$ cat src/tpid_pkg.sv
// Shared widths, register codes and types for the three-axis PID unit.
package tpid_pkg;

  localparam int MX_W      = 13;
  localparam int POS_W     = 24;
  localparam int FRC_W     = 29;
  localparam int SCR_W     = 14;
  localparam int GAIN_W    = 27;
  localparam int LIM_W     = 25;
  localparam int ZT_W      = 24;
  localparam int FMAX_W    = 28;

  localparam int CFG_IDX_W  = 4;
  localparam int CFG_DATA_W = 28;

  localparam int TGT_W  = 32;
  localparam int INT_W  = 26;
  localparam int ERR_W  = 33;
  localparam int DPOS_W = 25;

  localparam int DIV_STEPS = 20;
  localparam int DIV_CNT_W = 5;
  localparam int DIV_MAG_W = 2 * DIV_STEPS;
  localparam int DIV_NUM_W = DIV_MAG_W + 1;
  localparam int DIV_DEN_W = 18;

  localparam int MAC_TERMS   = 3;
  localparam int MAC_CHUNK_W = 18;
  localparam int MAC_MAG_W   = 2 * MAC_CHUNK_W;
  localparam int MAC_PROD_W  = GAIN_W + MAC_CHUNK_W;
  localparam int MAC_IDX_W   = 3;
  localparam int ACC_W       = 66;

  localparam logic [DIV_DEN_W-1:0] DEN_TEN = DIV_DEN_W'(10);
  localparam logic [DIV_DEN_W-1:0] DEN_MS  = DIV_DEN_W'(1000);

  typedef enum logic [CFG_IDX_W-1:0] {
    REG_SCREEN_WIDTH   = 4'd0,
    REG_SCREEN_HEIGHT  = 4'd1,
    REG_KP             = 4'd2,
    REG_KI             = 4'd3,
    REG_KD             = 4'd4,
    REG_INTEGRAL_LIMIT = 4'd5,
    REG_Z_TARGET       = 4'd6,
    REG_MAX_FORCE      = 4'd7
  } reg_idx_t;

  localparam logic [SCR_W-1:0]  RST_SCREEN_WIDTH   = SCR_W'(1920);
  localparam logic [SCR_W-1:0]  RST_SCREEN_HEIGHT  = SCR_W'(1080);
  localparam logic [GAIN_W-1:0] RST_KP             = GAIN_W'(6553600);
  localparam logic [GAIN_W-1:0] RST_KI             = GAIN_W'(327680);
  localparam logic [GAIN_W-1:0] RST_KD             = GAIN_W'(524288);
  localparam logic [LIM_W-1:0]  RST_INTEGRAL_LIMIT = LIM_W'(83886);
  localparam logic [ZT_W-1:0]   RST_Z_TARGET       = ZT_W'(1677722);
  localparam logic [FMAX_W-1:0] RST_MAX_FORCE      = FMAX_W'(33554432);

  typedef struct packed {
    logic                 start;
    logic [DIV_NUM_W-1:0] num;
    logic [DIV_DEN_W-1:0] den;
  } div_req_t;

  typedef struct packed {
    logic [GAIN_W-1:0]    gain;
    logic [MAC_MAG_W-1:0] mag;
    logic                 neg;
  } mac_term_t;

endpackage

$ cat src/tpid_in_if.sv
// Input word channel: cursor and measured grip position.
interface tpid_in_if;
  import tpid_pkg::*;
  logic                    valid;
  logic                    ready;
  logic [MX_W-1:0]         mouse_x;
  logic [MX_W-1:0]         mouse_y;
  logic signed [POS_W-1:0] pos_x;
  logic signed [POS_W-1:0] pos_y;
  logic signed [POS_W-1:0] pos_z;
  modport source (output valid, mouse_x, mouse_y, pos_x, pos_y, pos_z, input ready);
  modport sink (input valid, mouse_x, mouse_y, pos_x, pos_y, pos_z, output ready);
endinterface

$ cat src/tpid_out_if.sv
// Output word channel: three saturated drive forces.
interface tpid_out_if;
  import tpid_pkg::*;
  logic                    valid;
  logic                    ready;
  logic signed [FRC_W-1:0] force_x;
  logic signed [FRC_W-1:0] force_y;
  logic signed [FRC_W-1:0] force_z;
  modport source (output valid, force_x, force_y, force_z, input ready);
  modport sink (input valid, force_x, force_y, force_z, output ready);
endinterface

$ cat src/tpid_cfg_if.sv
// Configuration write channel: register index and data.
interface tpid_cfg_if;
  import tpid_pkg::*;
  logic                  valid;
  logic                  ready;
  logic [CFG_IDX_W-1:0]  index;
  logic [CFG_DATA_W-1:0] data;
  modport source (output valid, index, data, input ready);
  modport sink (input valid, index, data, output ready);
endinterface

$ cat src/tpid_div.sv
// Iterative signed divider, rounds to nearest with ties away from zero, two bits a cycle.
module tpid_div (
  input  logic                                   clk,
  input  logic                                   rst,
  input  tpid_pkg::div_req_t                     req,
  output logic                                   done,
  output logic signed [tpid_pkg::DIV_NUM_W-1:0]  quo
);
  import tpid_pkg::*;

  logic                        run;
  logic [DIV_CNT_W-1:0]        cnt;
  logic                        neg;
  logic [DIV_MAG_W-1:0]        mag;
  logic [DIV_DEN_W-1:0]        rem;
  logic [DIV_DEN_W-1:0]        den_q;

  logic signed [DIV_NUM_W-1:0] num_s;
  logic [DIV_NUM_W-1:0]        num_abs;
  logic [DIV_MAG_W-1:0]        mag_load;
  logic [DIV_DEN_W:0]          r1, r2, diff1, diff2;
  logic                        b1, b2;
  logic [DIV_DEN_W-1:0]        rem1, rem2;

  always_comb begin
    num_s    = $signed(req.num);
    num_abs  = num_s[DIV_NUM_W-1] ? DIV_NUM_W'(-num_s) : DIV_NUM_W'(num_s);
    // bias by half the divisor so truncation rounds to nearest
    mag_load = num_abs[DIV_MAG_W-1:0]
             + {{(DIV_MAG_W-DIV_DEN_W+1){1'b0}}, req.den[DIV_DEN_W-1:1]};
    r1    = {rem, mag[DIV_MAG_W-1]};
    diff1 = r1 - {1'b0, den_q};
    b1    = (r1 >= {1'b0, den_q});
    rem1  = b1 ? diff1[DIV_DEN_W-1:0] : r1[DIV_DEN_W-1:0];
    r2    = {rem1, mag[DIV_MAG_W-2]};
    diff2 = r2 - {1'b0, den_q};
    b2    = (r2 >= {1'b0, den_q});
    rem2  = b2 ? diff2[DIV_DEN_W-1:0] : r2[DIV_DEN_W-1:0];
  end

  assign quo = neg ? DIV_NUM_W'(-$signed({1'b0, mag})) : $signed({1'b0, mag});

  always_ff @(posedge clk) begin
    if (rst) begin
      run  <= 1'b0;
      done <= 1'b0;
      cnt  <= '0;
    end else begin
      done <= !req.start && run && (cnt == DIV_CNT_W'(1));
      if (req.start) begin
        run <= 1'b1;
        cnt <= DIV_CNT_W'(DIV_STEPS);
      end else if (run) begin
        cnt <= cnt - 1'b1;
        if (cnt == DIV_CNT_W'(1)) begin
          run <= 1'b0;
        end
      end
    end
  end

  // quotient bits shift into the low end of mag as the dividend leaves the top
  always_ff @(posedge clk) begin
    if (req.start) begin
      mag   <= mag_load;
      rem   <= '0;
      den_q <= req.den;
      neg   <= req.num[DIV_NUM_W-1];
    end else if (run) begin
      mag <= {mag[DIV_MAG_W-3:0], b1, b2};
      rem <= rem2;
    end
  end

endmodule

$ cat src/tpid_mac.sv
// Shared multiply-accumulate: sum of three signed gain products, one 27x18 partial a cycle.
module tpid_mac (
  input  logic                                       clk,
  input  logic                                       rst,
  input  logic                                       start,
  input  tpid_pkg::mac_term_t [tpid_pkg::MAC_TERMS-1:0] terms,
  output logic                                       done,
  output logic signed [tpid_pkg::ACC_W-1:0]          acc
);
  import tpid_pkg::*;

  mac_term_t [MAC_TERMS-1:0] terms_q;
  logic [MAC_IDX_W-1:0]      idx;
  logic                      run;
  logic                      pv;
  logic                      psh;
  logic                      pneg;
  logic [MAC_PROD_W-1:0]     preg;

  mac_term_t                 cur;
  logic [MAC_CHUNK_W-1:0]    chunk;
  logic [ACC_W-1:0]          tv;

  always_comb begin
    cur   = terms_q[idx[MAC_IDX_W-1:1]];
    chunk = idx[0] ? cur.mag[MAC_MAG_W-1:MAC_CHUNK_W] : cur.mag[MAC_CHUNK_W-1:0];
    tv    = psh ? {{(ACC_W-MAC_PROD_W-MAC_CHUNK_W){1'b0}}, preg, {MAC_CHUNK_W{1'b0}}}
                : {{(ACC_W-MAC_PROD_W){1'b0}}, preg};
  end

  always_ff @(posedge clk) begin
    if (rst) begin
      run  <= 1'b0;
      pv   <= 1'b0;
      done <= 1'b0;
      idx  <= '0;
    end else begin
      done <= pv && !run;
      pv   <= run;
      if (start) begin
        run <= 1'b1;
        idx <= '0;
      end else if (run) begin
        idx <= idx + 1'b1;
        if (idx == MAC_IDX_W'(2 * MAC_TERMS - 1)) run <= 1'b0;
      end
    end
  end

  always_ff @(posedge clk) begin
    if (start) begin
      terms_q <= terms;
      acc     <= '0;
    end else begin
      if (run) begin
        preg <= cur.gain * chunk;
        psh  <= idx[0];
        pneg <= cur.neg;
      end
      if (pv) acc <= pneg ? acc - $signed(tv) : acc + $signed(tv);
    end
  end

endmodule

$ cat src/three_axis_pid_with_filtered_target_unit.sv
// Three-axis PID with low-pass cursor target, on a shared divider and multiplier.
// Sequence: each word takes seven divides
//   (cursor map, filter and integrator steps) and three multiply-accumulate passes.
// Flow: ready is high only in the idle state, so a new word waits until the last is done; the
//   result register lets the next word in while the last result waits.
// Reset (rst, synchronous): registers to defaults, filters, integrators and last positions to zero.
module three_axis_pid_with_filtered_target_unit (
  input logic         clk,
  input logic         rst,
  tpid_in_if.sink     meas,
  tpid_out_if.source  drive,
  tpid_cfg_if.sink    cfg
);
  import tpid_pkg::*;

  localparam int AXES   = 3;
  localparam int AXIS_W = 2;

  typedef enum logic [9:0] {
    S_IDLE = 10'b00_0000_0001,
    S_TX   = 10'b00_0000_0010,
    S_FX   = 10'b00_0000_0100,
    S_TY   = 10'b00_0000_1000,
    S_FY   = 10'b00_0001_0000,
    S_PREP = 10'b00_0010_0000,
    S_INT  = 10'b00_0100_0000,
    S_MAC  = 10'b00_1000_0000,
    S_FRC  = 10'b01_0000_0000,
    S_DONE = 10'b10_0000_0000
  } state_t;

  // configuration
  logic [SCR_W-1:0]       screen_width, screen_height;
  logic [GAIN_W-1:0]      kp, ki, kd;
  logic [LIM_W-1:0]       integral_limit;
  logic signed [ZT_W-1:0] z_target;
  logic [FMAX_W-1:0]      max_force;

  state_t                  state;
  logic                    kick;
  logic [AXIS_W-1:0]       axis;
  logic [MX_W-1:0]         mx, my;
  logic signed [POS_W-1:0] pos [AXES];
  logic signed [POS_W-1:0] last [AXES];
  logic signed [INT_W-1:0] integ [AXES];
  logic signed [FRC_W-1:0] force_q [AXES];
  logic signed [TGT_W-1:0] filt_x, filt_y, tgt;
  logic signed [ERR_W-1:0] e_q;
  logic signed [DPOS_W-1:0] d_q;

  div_req_t                      div_req;
  logic                          div_done;
  logic signed [DIV_NUM_W-1:0]   quo;
  logic                          mac_start, mac_done;
  mac_term_t [MAC_TERMS-1:0]     terms;
  logic signed [ACC_W-1:0]       acc;

  logic                          accept;
  logic [SCR_W-1:0]              w_eff, h_eff;
  logic signed [DIV_NUM_W-1:0]   n_tx, n_ty, n_fx, n_fy;
  logic [DIV_DEN_W-1:0]          den_tx, den_ty;
  logic signed [TGT_W-1:0]       tgt_sat;
  logic signed [ERR_W-1:0]       sp, e_val;
  logic signed [DPOS_W-1:0]      d_val;
  logic signed [INT_W:0]         isum, lim_s;
  logic signed [INT_W-1:0]       integ_new;
  logic [ERR_W-1:0]              e_mag;
  logic [INT_W-1:0]              i_mag;
  logic [DPOS_W-1:0]             d_mag;
  logic [MAC_MAG_W-1:0]          v_mag;
  logic [ACC_W-1:0]              a_mag, a_rnd;
  logic [ACC_W-17:0]             a_q;
  logic [FMAX_W-1:0]             f_mag;
  logic signed [FRC_W-1:0]       force_val;

  assign cfg.ready  = 1'b1;
  assign meas.ready = (state == S_IDLE);
  assign accept     = meas.valid && meas.ready;

  always_ff @(posedge clk) begin
    if (rst) begin
      screen_width   <= RST_SCREEN_WIDTH;
      screen_height  <= RST_SCREEN_HEIGHT;
      kp             <= RST_KP;
      ki             <= RST_KI;
      kd             <= RST_KD;
      integral_limit <= RST_INTEGRAL_LIMIT;
      z_target       <= RST_Z_TARGET;
      max_force      <= RST_MAX_FORCE;
    end else if (cfg.valid) begin
      unique case (cfg.index)
        REG_SCREEN_WIDTH:   screen_width   <= cfg.data[SCR_W-1:0];
        REG_SCREEN_HEIGHT:  screen_height  <= cfg.data[SCR_W-1:0];
        REG_KP:             kp             <= cfg.data[GAIN_W-1:0];
        REG_KI:             ki             <= cfg.data[GAIN_W-1:0];
        REG_KD:             kd             <= cfg.data[GAIN_W-1:0];
        REG_INTEGRAL_LIMIT: integral_limit <= cfg.data[LIM_W-1:0];
        REG_Z_TARGET:       z_target       <= cfg.data[ZT_W-1:0];
        REG_MAX_FORCE:      max_force      <= cfg.data[FMAX_W-1:0];
        default: ;
      endcase
    end
  end

  always_comb begin
    w_eff  = (screen_width == '0) ? SCR_W'(1) : screen_width;
    h_eff  = (screen_height == '0) ? SCR_W'(1) : screen_height;
    den_tx = DIV_DEN_W'({w_eff, 3'b000}) + DIV_DEN_W'({w_eff, 1'b0});
    den_ty = DIV_DEN_W'({h_eff, 3'b000}) + DIV_DEN_W'({h_eff, 1'b0});
    n_tx   = $signed(DIV_NUM_W'({mx, 24'b0})) - $signed(DIV_NUM_W'({w_eff, 23'b0}));
    n_ty   = $signed(DIV_NUM_W'({h_eff, 23'b0})) - $signed(DIV_NUM_W'({my, 24'b0}));
    n_fx   = DIV_NUM_W'(tgt) - DIV_NUM_W'(filt_x);
    n_fy   = DIV_NUM_W'(tgt) - DIV_NUM_W'(filt_y);

    // saturate the mapped target to 32 bits
    if ((&quo[DIV_NUM_W-1:TGT_W-1]) || !(|quo[DIV_NUM_W-1:TGT_W-1]))
      tgt_sat = quo[TGT_W-1:0];
    else if (quo[DIV_NUM_W-1])
      tgt_sat = {1'b1, {(TGT_W-1){1'b0}}};
    else
      tgt_sat = {1'b0, {(TGT_W-1){1'b1}}};

    case (axis)
      2'd0:    sp = ERR_W'(filt_x);
      2'd1:    sp = ERR_W'(filt_y);
      default: sp = ERR_W'(z_target);
    endcase
    e_val = sp - ERR_W'(pos[axis]);
    d_val = DPOS_W'(pos[axis]) - DPOS_W'(last[axis]);

    isum  = (INT_W+1)'(integ[axis]) + quo[INT_W:0];
    lim_s = $signed({2'b00, integral_limit});
    if (isum > lim_s)       integ_new = INT_W'(lim_s);
    else if (isum < -lim_s) integ_new = INT_W'(-lim_s);
    else                    integ_new = INT_W'(isum);

    e_mag = e_q[ERR_W-1] ? ERR_W'(-e_q) : ERR_W'(e_q);
    i_mag = integ[axis][INT_W-1] ? INT_W'(-integ[axis]) : INT_W'(integ[axis]);
    d_mag = d_q[DPOS_W-1] ? DPOS_W'(-d_q) : DPOS_W'(d_q);
    // |d| * 1000 = |d|*1024 - |d|*16 - |d|*8
    v_mag = (MAC_MAG_W'(d_mag) << 10) - (MAC_MAG_W'(d_mag) << 4) - (MAC_MAG_W'(d_mag) << 3);

    terms[0] = '{gain: kp, mag: MAC_MAG_W'(e_mag), neg: e_q[ERR_W-1]};
    terms[1] = '{gain: ki, mag: MAC_MAG_W'(i_mag), neg: integ[axis][INT_W-1]};
    terms[2] = '{gain: kd, mag: v_mag, neg: !d_q[DPOS_W-1]};

    a_mag = acc[ACC_W-1] ? ACC_W'(-acc) : ACC_W'(acc);
    a_rnd = a_mag + ACC_W'(32768);
    a_q   = a_rnd[ACC_W-1:16];
    f_mag = (a_q > (ACC_W-16)'(max_force)) ? max_force : a_q[FMAX_W-1:0];
    force_val = acc[ACC_W-1] ? -$signed(FRC_W'(f_mag)) : $signed(FRC_W'(f_mag));

    div_req.start = kick && (state == S_TX || state == S_FX || state == S_TY ||
                             state == S_FY || state == S_INT);
    unique case (state)
      S_TX:  begin div_req.num = n_tx; div_req.den = den_tx;  end
      S_TY:  begin div_req.num = n_ty; div_req.den = den_ty;  end
      S_FX:  begin div_req.num = n_fx; div_req.den = DEN_TEN; end
      S_FY:  begin div_req.num = n_fy; div_req.den = DEN_TEN; end
      S_INT: begin div_req.num = DIV_NUM_W'(e_q); div_req.den = DEN_MS; end
      default: begin div_req.num = '0; div_req.den = DEN_TEN; end
    endcase
    mac_start = kick && (state == S_MAC);
  end

  tpid_div u_div (
    .clk  (clk),
    .rst  (rst),
    .req  (div_req),
    .done (div_done),
    .quo  (quo)
  );

  tpid_mac u_mac (
    .clk   (clk),
    .rst   (rst),
    .start (mac_start),
    .terms (terms),
    .done  (mac_done),
    .acc   (acc)
  );

  // sequencer and loop state
  always_ff @(posedge clk) begin
    if (rst) begin
      state       <= S_IDLE;
      kick        <= 1'b0;
      axis        <= '0;
      drive.valid <= 1'b0;
      filt_x      <= '0;
      filt_y      <= '0;
      for (int i = 0; i < AXES; i++) begin
        integ[i] <= '0;
        last[i]  <= '0;
      end
    end else begin
      // one-cycle start pulse on entry to each divide or multiply step
      kick <= (state == S_IDLE && accept) || (state == S_PREP) ||
              (div_done && (state == S_TX || state == S_FX || state == S_TY ||
                            state == S_INT));
      if (drive.valid && drive.ready && state != S_DONE) drive.valid <= 1'b0;
      unique case (state)
        S_IDLE: if (accept) begin
          state <= S_TX;
        end
        S_TX: if (div_done) begin
          state <= S_FX;
        end
        S_FX: if (div_done) begin
          filt_x <= filt_x + quo[TGT_W-1:0];
          state  <= S_TY;
        end
        S_TY: if (div_done) begin
          state <= S_FY;
        end
        S_FY: if (div_done) begin
          filt_y <= filt_y + quo[TGT_W-1:0];
          axis   <= '0;
          state  <= S_PREP;
        end
        S_PREP: begin
          state <= S_INT;
        end
        S_INT: if (div_done) begin
          integ[axis] <= integ_new;
          state       <= S_MAC;
        end
        S_MAC: if (mac_done) state <= S_FRC;
        S_FRC: begin
          last[axis] <= pos[axis];
          if (axis == AXIS_W'(AXES - 1)) begin
            state <= S_DONE;
          end else begin
            axis  <= axis + 1'b1;
            state <= S_PREP;
          end
        end
        S_DONE: if (!drive.valid || drive.ready) begin
          drive.valid <= 1'b1;
          state       <= S_IDLE;
        end
        default: state <= S_IDLE;
      endcase
    end
  end

  // datapath words
  always_ff @(posedge clk) begin
    if (accept) begin
      mx     <= meas.mouse_x;
      my     <= meas.mouse_y;
      pos[0] <= meas.pos_x;
      pos[1] <= meas.pos_y;
      pos[2] <= meas.pos_z;
    end
    if ((state == S_TX || state == S_TY) && div_done) tgt <= tgt_sat;
    if (state == S_PREP) begin
      e_q <= e_val;
      d_q <= d_val;
    end
    if (state == S_FRC) force_q[axis] <= force_val;
    if (state == S_DONE && (!drive.valid || drive.ready)) begin
      drive.force_x <= force_q[0];
      drive.force_y <= force_q[1];
      drive.force_z <= force_q[2];
    end
  end

`ifndef ASSERT_OFF
  a_div_done_state: assert property (@(posedge clk) disable iff (rst)
    div_done |-> (state == S_TX || state == S_FX || state == S_TY ||
                  state == S_FY || state == S_INT))
    else $error("divider finished outside a divide step");

  a_mac_done_state: assert property (@(posedge clk) disable iff (rst)
    mac_done |-> (state == S_MAC))
    else $error("multiply-accumulate finished outside its step");

  a_out_from_done: assert property (@(posedge clk) disable iff (rst)
    $rose(drive.valid) |-> $past(state == S_DONE))
    else $error("result word raised without a finished tick");
`endif

endmodule

$ cat src/flat_wrapper.sv
// flat-port wrapper written by rule: the top's interface ports become plain ports
module three_axis_pid_with_filtered_target_unit_flat import tpid_pkg::*;
  (clk, rst, meas_valid, meas_mouse_x, meas_mouse_y, meas_pos_x, meas_pos_y, meas_pos_z, meas_ready, drive_valid, drive_force_x, drive_force_y, drive_force_z, drive_ready, cfg_valid, cfg_index, cfg_data, cfg_ready);
  tpid_in_if meas_i ();
  tpid_out_if drive_i ();
  tpid_cfg_if cfg_i ();
  input logic clk;
  input logic rst;
  input wire logic [$bits(meas_i.valid)-1:0] meas_valid;
  input wire logic [$bits(meas_i.mouse_x)-1:0] meas_mouse_x;
  input wire logic [$bits(meas_i.mouse_y)-1:0] meas_mouse_y;
  input wire logic [$bits(meas_i.pos_x)-1:0] meas_pos_x;
  input wire logic [$bits(meas_i.pos_y)-1:0] meas_pos_y;
  input wire logic [$bits(meas_i.pos_z)-1:0] meas_pos_z;
  output wire logic [$bits(meas_i.ready)-1:0] meas_ready;
  output wire logic [$bits(drive_i.valid)-1:0] drive_valid;
  output wire logic [$bits(drive_i.force_x)-1:0] drive_force_x;
  output wire logic [$bits(drive_i.force_y)-1:0] drive_force_y;
  output wire logic [$bits(drive_i.force_z)-1:0] drive_force_z;
  input wire logic [$bits(drive_i.ready)-1:0] drive_ready;
  input wire logic [$bits(cfg_i.valid)-1:0] cfg_valid;
  input wire logic [$bits(cfg_i.index)-1:0] cfg_index;
  input wire logic [$bits(cfg_i.data)-1:0] cfg_data;
  output wire logic [$bits(cfg_i.ready)-1:0] cfg_ready;
  assign meas_i.valid = meas_valid;
  assign meas_i.mouse_x = meas_mouse_x;
  assign meas_i.mouse_y = meas_mouse_y;
  assign meas_i.pos_x = meas_pos_x;
  assign meas_i.pos_y = meas_pos_y;
  assign meas_i.pos_z = meas_pos_z;
  assign meas_ready = meas_i.ready;
  assign drive_valid = drive_i.valid;
  assign drive_force_x = drive_i.force_x;
  assign drive_force_y = drive_i.force_y;
  assign drive_force_z = drive_i.force_z;
  assign drive_i.ready = drive_ready;
  assign cfg_i.valid = cfg_valid;
  assign cfg_i.index = cfg_index;
  assign cfg_i.data = cfg_data;
  assign cfg_ready = cfg_i.ready;
  three_axis_pid_with_filtered_target_unit u_core (.clk(clk), .rst(rst), .meas(meas_i), .drive(drive_i), .cfg(cfg_i));
endmodule
$ cat config.mk
export PLATFORM = sky130hd
export DESIGN_NAME = three_axis_pid_with_filtered_target_unit_flat
export DESIGN_NICKNAME = d
export VERILOG_FILES = /design/src/tpid_pkg.sv /design/src/tpid_in_if.sv /design/src/tpid_out_if.sv /design/src/tpid_cfg_if.sv /design/src/tpid_div.sv /design/src/tpid_mac.sv /design/src/three_axis_pid_with_filtered_target_unit.sv /design/src/flat_wrapper.sv
export SDC_FILE = /design/constraint.sdc
export NUM_CORES = 2
export LEC_CHECK = 0
export ABC_AREA = 1
export BUFFER_PORTS_ARGS = -buffer_cell sky130_fd_sc_hd__buf_2
export CAP_MARGIN = 10
export CORE_MARGIN = 5
export CORE_UTILIZATION = 40
export CTS_CLUSTER_DIAMETER = 30
export DETAILED_ROUTE_END_ITERATION = 8
export MAX_ROUTING_LAYER = met4
export PLACE_DENSITY = 0.57
export SYNTH_ARGS = -nofsm -noshare
export SYNTH_HDL_FRONTEND = slang
export SYNTH_SLANG_ARGS = --single-unit
export TNS_END_PERCENT = 1
$ cat constraint.sdc
create_clock -name clk -period 25.8 [get_ports clk]
set_input_delay 7.74 -clock clk [delete_from_list [all_inputs] [get_ports clk]]
set_output_delay 7.74 -clock clk [all_outputs]
set_load 0.01 [all_outputs]
Yosys cells after proc, flatten, opt, wreduce, memory -nomap -nowiden

Memories as Yosys holds them, arrays and structs flattened. A register that Yosys moved wholly into a read port is not among the register bits.
Index checks and enable logic that the tools add are counted.

Flip-flop bits (word level): 762
Bits in writable memories: 309
Bits of input ports: 135
Output and inout port bits: 90
Logic and storage cells: 244
Memories: 4

Memory list:

| memory         | words | width | read ports | clocked after memory_dff | wr ports | line                                           | RTL |
|---|---|---|---|---|---|---|---|
| u_core.force_q | 3     | 29    | 3          | 3                        | 1        | three_axis_pid_with_filtered_target_unit.sv:46 | `logic signed [FRC_W-1:0] force_q [AXES];` |
| u_core.integ   | 3     | 26    | 1          | 1                        | 3        | three_axis_pid_with_filtered_target_unit.sv:45 | `logic signed [INT_W-1:0] integ [AXES];` |
| u_core.last    | 3     | 24    | 1          | 1                        | 3        | three_axis_pid_with_filtered_target_unit.sv:44 | `logic signed [POS_W-1:0] last [AXES];` |
| u_core.pos     | 3     | 24    | 1          | 1                        | 3        | three_axis_pid_with_filtered_target_unit.sv:43 | `logic signed [POS_W-1:0] pos [AXES];` |

Add/subtract/negate cells: 30
Multipliers: 1
$lt $le $gt $ge: 6
Equal/unequal tests: 31
Multiplexer cells: 73
Bitwise logic cells: 1
Reductions and logical operators: 52

Operators by type and width:

| operator               | count |
|---|---|
| $pmux 59 s5            | 1 |
| $mux 66                | 2 |
| $bmux 64 s2            | 1 |
| $mux 40                | 3 |
| $pmux 10 s10           | 1 |
| $mux 32                | 3 |
| $mux 10                | 9 |
| $mux 26                | 3 |
| $sub 37x37->38         | 2 |
| $add 66x16->66 const B | 1 |
| $add 66x64->66         | 1 |
| $neg 66->66            | 1 |
| $pmux 33 s2            | 1 |
| $sub 32x32->33         | 2 |
| $sub 66x64->66         | 1 |
| $add 32x32->32         | 2 |
| $mux 64                | 1 |
| $mux 63                | 1 |
| $mux 18                | 3 |
| $gt 50x28->1           | 1 |
| $mux 25                | 2 |
| $mul 27x18->45         | 1 |
| $mux 41                | 1 |
| $neg 40->41            | 1 |
| 65 further kinds       | 149 |

Longest topological paths before layout

Depth after elaboration: 9
Depth in mapped cells: 47
Depth with buffers taken out: 44

Modules after synthesis

From an unflattened synthesis, not the netlist that was laid out.

Cells, all modules: 12842
Area total of the unflattened synthesis: 98668.4 um^2

Modules (own cells, without submodules):

| module                                   | times used | cells each | area each (um^2) | seq. area each (um^2) |
|---|---|---|---|---|
| three_axis_pid_with_filtered_target_unit | 1          | 6956       | 54716.2          | 22201.3 |
| tpid_mac                                 | 1          | 4426       | 34491.8          | 8618.3 |
| tpid_div                                 | 1          | 1460       | 9460.3           | 2272.2 |

Worst setup path after synthesis

Ideal clock, no wire load.

Path kind: input -> register
Start: input meas_valid
End: register u_core.mx[0] (enable)
Library setup time: 0.557 ns
Data arrival time: 11.871 ns
Required time: 25.243 ns
Setup slack: 13.372 ns
Cell stages on the path: 2
Buffers on the path: 0
Path through: inv_1 -> nor2_1

Word-level cells in the longest chain between the ends: 1

Ends and longest elaborated chain:

| item                    | line                                            | RTL |
|---|---|---|
| start, declared         | flat_wrapper.sv:9                               | `input wire logic [$bits(meas_i.valid)-1:0] meas_valid;` |
| $logic_and 1x1->1       | three_axis_pid_with_filtered_target_unit.sv:78  | `assign accept = meas.valid && meas.ready;` |
| named net u_core.accept | three_axis_pid_with_filtered_target_unit.sv:58  | `logic accept;` |
| end signal, assigned    | three_axis_pid_with_filtered_target_unit.sv:250 | `mx <= meas.mouse_x;` |
| end, declared           | three_axis_pid_with_filtered_target_unit.sv:42  | `logic [MX_W-1:0] mx, my;` |

The timed path passes the listed nets, and every way through them passes these cells.
A chain may end at the register's enable or synchronous reset.

Final worst setup path

Start: register u_core.u_mac.idx[1]
End: register u_core.u_mac.preg[43], data pin

Word-level cells in the longest chain between the ends: 4

Ends and longest elaborated chain:

| item                            | line           | RTL |
|---|---|---|
| start, declared                 | tpid_mac.sv:13 | `logic [MAC_IDX_W-1:0] idx;` |
| start signal, assigned          | tpid_mac.sv:44 | `idx <= idx + 1'b1;` |
| $bmux 64 s2 *                   | tpid_mac.sv:25 | `cur = terms_q[idx[MAC_IDX_W-1:1]];` |
| $mux 64 (implied by the code) * | tpid_mac.sv:25 |  |
| $mux 18                         | tpid_mac.sv:26 | `chunk = idx[0] ? cur.mag[MAC_MAG_W-1:MAC_CHUNK_W] : cur.mag[MAC_CHUNK_W-1:0];` |
| $mul 27x18->45 *                | tpid_mac.sv:56 | `preg <= cur.gain * chunk;` |
| end signal, assigned            | tpid_mac.sv:56 |  |
| end, declared                   | tpid_mac.sv:18 | `logic [MAC_PROD_W-1:0] preg;` |

Every way passes the cells marked *; elsewhere a longest branch is shown, timed or not. The select of a mux whose other input is x is not followed.

==> qor.csv <==
stage,metric,value,unit
critical_path,end_kind,flip-flop,
yosys,syn_area,95300,um^2
timing,min_period_over_period,0.417,
power_and_ir_drop,fin_total_pwr,9.41,mW
floorplan,die_x,498,um
global_routing,grt_start_max_net_pins,169,
yosys,syn_inst,12200,
critical_path,reg2reg_depth,35,
timing,max_freq,0.0930,GHz
routing,drc,0,
critical_path,critPathLaunchType,flip-flop,
placement,portBuffers,223,
floorplan,core,237000,um^2
routing,vias,84700,
yosys,yosysWarnings,0,
worst_hold_path,hp-class,reg2reg,
clock_tree,cts-root-buf,clkbuf_16,
yosys,synthFlopType,edfxtp_1,
finish,fin_nets,13600,
placement,placed_cells,15300,
yosys,async_reset_ff_frac,0,
yosys,syn_nets,13400,
timing,rsz0062_at_grt,false,
yosys,synth_cell_types,73,
worst_hold_path,hold_end,u_core.u_mac.terms_q[185]$_DFFE_PP_,
status,outcome,"complete, no violations",
timing,skew,91.9,ps
yosys,ys_seq_area_frac,0.342,
timing,fin_crit,10750,ps
timing,setup_viol,0,
clock_tree,cts_htree_levels,5,
placement,gp_congestion,1.01,
timing,tightest_slew,1400,ps
finish,final_cells,15800,
floorplan,initial_core_util,0.401,
worst_hold_path,whs_path_depth,0,
power_and_ir_drop,power_density,85.2,nW/um^2
critical_path,crit_slowest_cell,nand2_1,
clock_tree,clk_pin_slew,50,ps
timing,hold_viol_final,0,
placement,dp_hpwl,269000,um
global_routing,gr-total-overflow,0,
floorplan,die_h,498,um
critical_path,max_stage_delay,970,ps
finish,final_layout_size_suffix_gt1_frac,0.0838,
clock_tree,cts_hold_buf,0,
critical_path,r2r_setup_slack,15050,ps
worst_hold_path,min-delay-start,u_core.kd[20]$_SDFFE_PP0P_,
timing,slew_headroom,0.0628,
floorplan,die-area,248000,um^2
global_routing,antenna_found_initial,37,
routing,route.detailed.wl_per_inst,21.6,um
placement,dpl_cell_area,99700,um^2
timing,postLayoutSetupSlackWorst,15050,ps
critical_path,rr_endpoint,u_core.u_mac.preg[43]$_DFFE_PP_,
finish,area_growth,16.0,%
clock_tree,cts_tree,yes,
power_and_ir_drop,p_leak,50.9,nW
critical_path,cp_max_fo,39,
critical_path,timing.rr.start,u_core.u_mac.idx[1]$_SDFFE_PP0P_,
power_and_ir_drop,ir_drop,0.0000888,V
routing,ant_nets,0,
clock_tree,cts_made_buffers,313,
yosys,syn_avg_cell_area,7.84,um^2
timing,slew_viol_final,0,
critical_path,worst-path-buf-inv,6,
yosys,synth_edf_count,843,
floorplan,rows,179,
clock_tree,cts_resized,0,
clock_tree,clockBufferDepth,4,
global_routing,grt_pass1_wl,507000,um
critical_path,path_delay_family,compound AO/OA/AOI/OAI gates,
timing,tns,0,ps
global_routing,first_global_vias,82700,
clock_tree,cts.repair_timing.setup_buffer_count,0,
routing,postRouteWirelength,341000,um
global_routing,track_usage,0.274,
placement,dp_slack,15120,ps
floorplan,ios,225,
clock_tree,insertion_delay,960,ps
routing,drt_iter0_markers,7595,
flow_run,max_cap_violations,0,
routing,firstDrtPassIters,8,
finish,stdcell_area,110000,um^2
critical_path,crit_required,26420,ps
clock_tree,clock_sinks,1206,
yosys,ys_seq_elements,1206,
routing,vias_per_cell,5.35,
critical_path,crit_arrival,11370,ps
critical_path,worstSetupPathType,reg2reg,
critical_path,cpMostUsedCell,o21ai_0,
==> synth_stat cells (18+ instances only) <==
cell	count	area, um^2
nor4_1	39	244
nand3_1	468	2340
nand2_1	2531	9500
a21oi_1	852	4260
a211oi_1	25	188
fa_1	433	8670
dfxtp_1	363	7270
ha_1	627	7850
a32oi_1	19	166
o211ai_1	128	961
or2_2	94	588
clkinv_1	19	71.3
a221oi_1	20	175
edfxtp_1	843	25300
buf_2	25	125
nor3_1	120	601
inv_2	26	97.6
o21ai_0	750	3750
buf_1	38	143
xnor2_1	163	1430
nand2_2	18	113
a22oi_1	28	210
and2_1	24	150
nor2_1	1358	5100
o221ai_1	41	359
nand3b_1	46	345
nor2_2	29	181
a21o_1	22	165
a31oi_1	80	500
o22ai_1	32	200
a32o_1	23	230
a21boi_0	31	233
o21bai_1	19	143
xor2_1	406	3560
nand4_1	96	601
o21a_1	22	165
clkbuf_1	323	1210
inv_1	1840	6910
==> worst reg2reg max path: cells and delay by family, from the launching register on <==
family / cells / cell delay, ps
buf+inv: 6 / 1680
fa+ha+maj: 7 / 3040
compound gates: 12 / 3160
simple gates: 10 / 2060
flops: 1 / 530
==> layout make-up <==
class	count	area, um^2
fillers	23300	127000
multi-input cells	8671	54200
flip-flops and latches	1206	32600
clock buffers	384	8530
inverters	1885	7090
well taps	3167	3960
clock inverters	168	2070
repair buffers	329	2000
diodes	14	35.0
==> metrics by stage <==
| step | utilization | hold slack, ps |
|---|---|---|
| after floorplan | - | 400 |
| after global placement | 0.420 | 401 |
| after detailed placement | 0.420 | 405 |
| after CTS | 0.465 | 373 |
| after global routing | 0.465 | 389 |
| final | 0.465 | 387 |
==> state kept, by name, summed over array words and instances, names as in the netlist, 33 cells and up, named ones only <==
name,flops
u_core.e_q,33
u_core.force_q,87
u_core.integ,104
u_core.last,96
u_core.pos,72
u_core.u_div.mag,40
u_core.u_mac.acc,66
u_core.u_mac.preg,45
u_core.u_mac.terms_q,176
==> worst max path at each step <==
stage                                     startpoint                                end  slack, ps  cells after the start
CTS                     u_core.state[9]$_SDFFE_PP0P_                         meas_ready      15120                      6
floorplan                                 meas_valid             u_core.mx[0]$_DFFE_PP_      13370                      2
detailed placement                               rst  u_core.integ[0][21]$_SDFFCE_PN0P_      15120                      5
global route        u_core.u_mac.idx[1]$_SDFFE_PP0P_    u_core.u_mac.preg[43]$_DFFE_PP_      14170                     35
global placement                                 rst  u_core.integ[0][19]$_SDFFCE_PN0P_      15170                      5
finish              u_core.u_mac.idx[1]$_SDFFE_PP0P_    u_core.u_mac.preg[43]$_DFFE_PP_      15050                     35
==> cell families after synthesis <==
logic type | share of synthesized area
and+or+nand+nor | 0.212
buffers and inverters | 0.0905
AOI/OAI and AO/OA | 0.129
DFF | 0.342
adders and majority gates | 0.173
xor gates and xnor gates | 0.0523
muxes | 0.000420
other | 0.0000394
==> cells in the final DEF, fill, tap and decap left out, types with 119 or more instances in the layout <==
cell	instances
nand3_1	467
xor2_1	406
dfxtp_1	361
inv_1	1835
o211ai_1	128
xnor2_1	163
nor2_1	1342
clkbuf_16	323
ha_1	627
buf_2	224
a21oi_1	851
nor3_1	119
nand2_1	2529
edfxtp_1	843
fa_1	433
o21ai_0	748
==> metal layers <==
metal | global-route usage | wire (um)
met1 | 0.331 | 139000
met2 | 0.445 | 160000
met3 | 0.0410 | 21700
met4 | 0.145 | 20900
met5 | - | 0
==> report_power, final <==
part	leakage, nW	total (mW)	internal, mW	switching [mW]
clock network	5.13	3.92	2.73	1.20
logic	35.0	3.00	0.982	2.02
registers	10.8	2.49	2.32	0.167
total	50.9	9.41	6.03	3.38
Power figures use the tool's default switching activity.
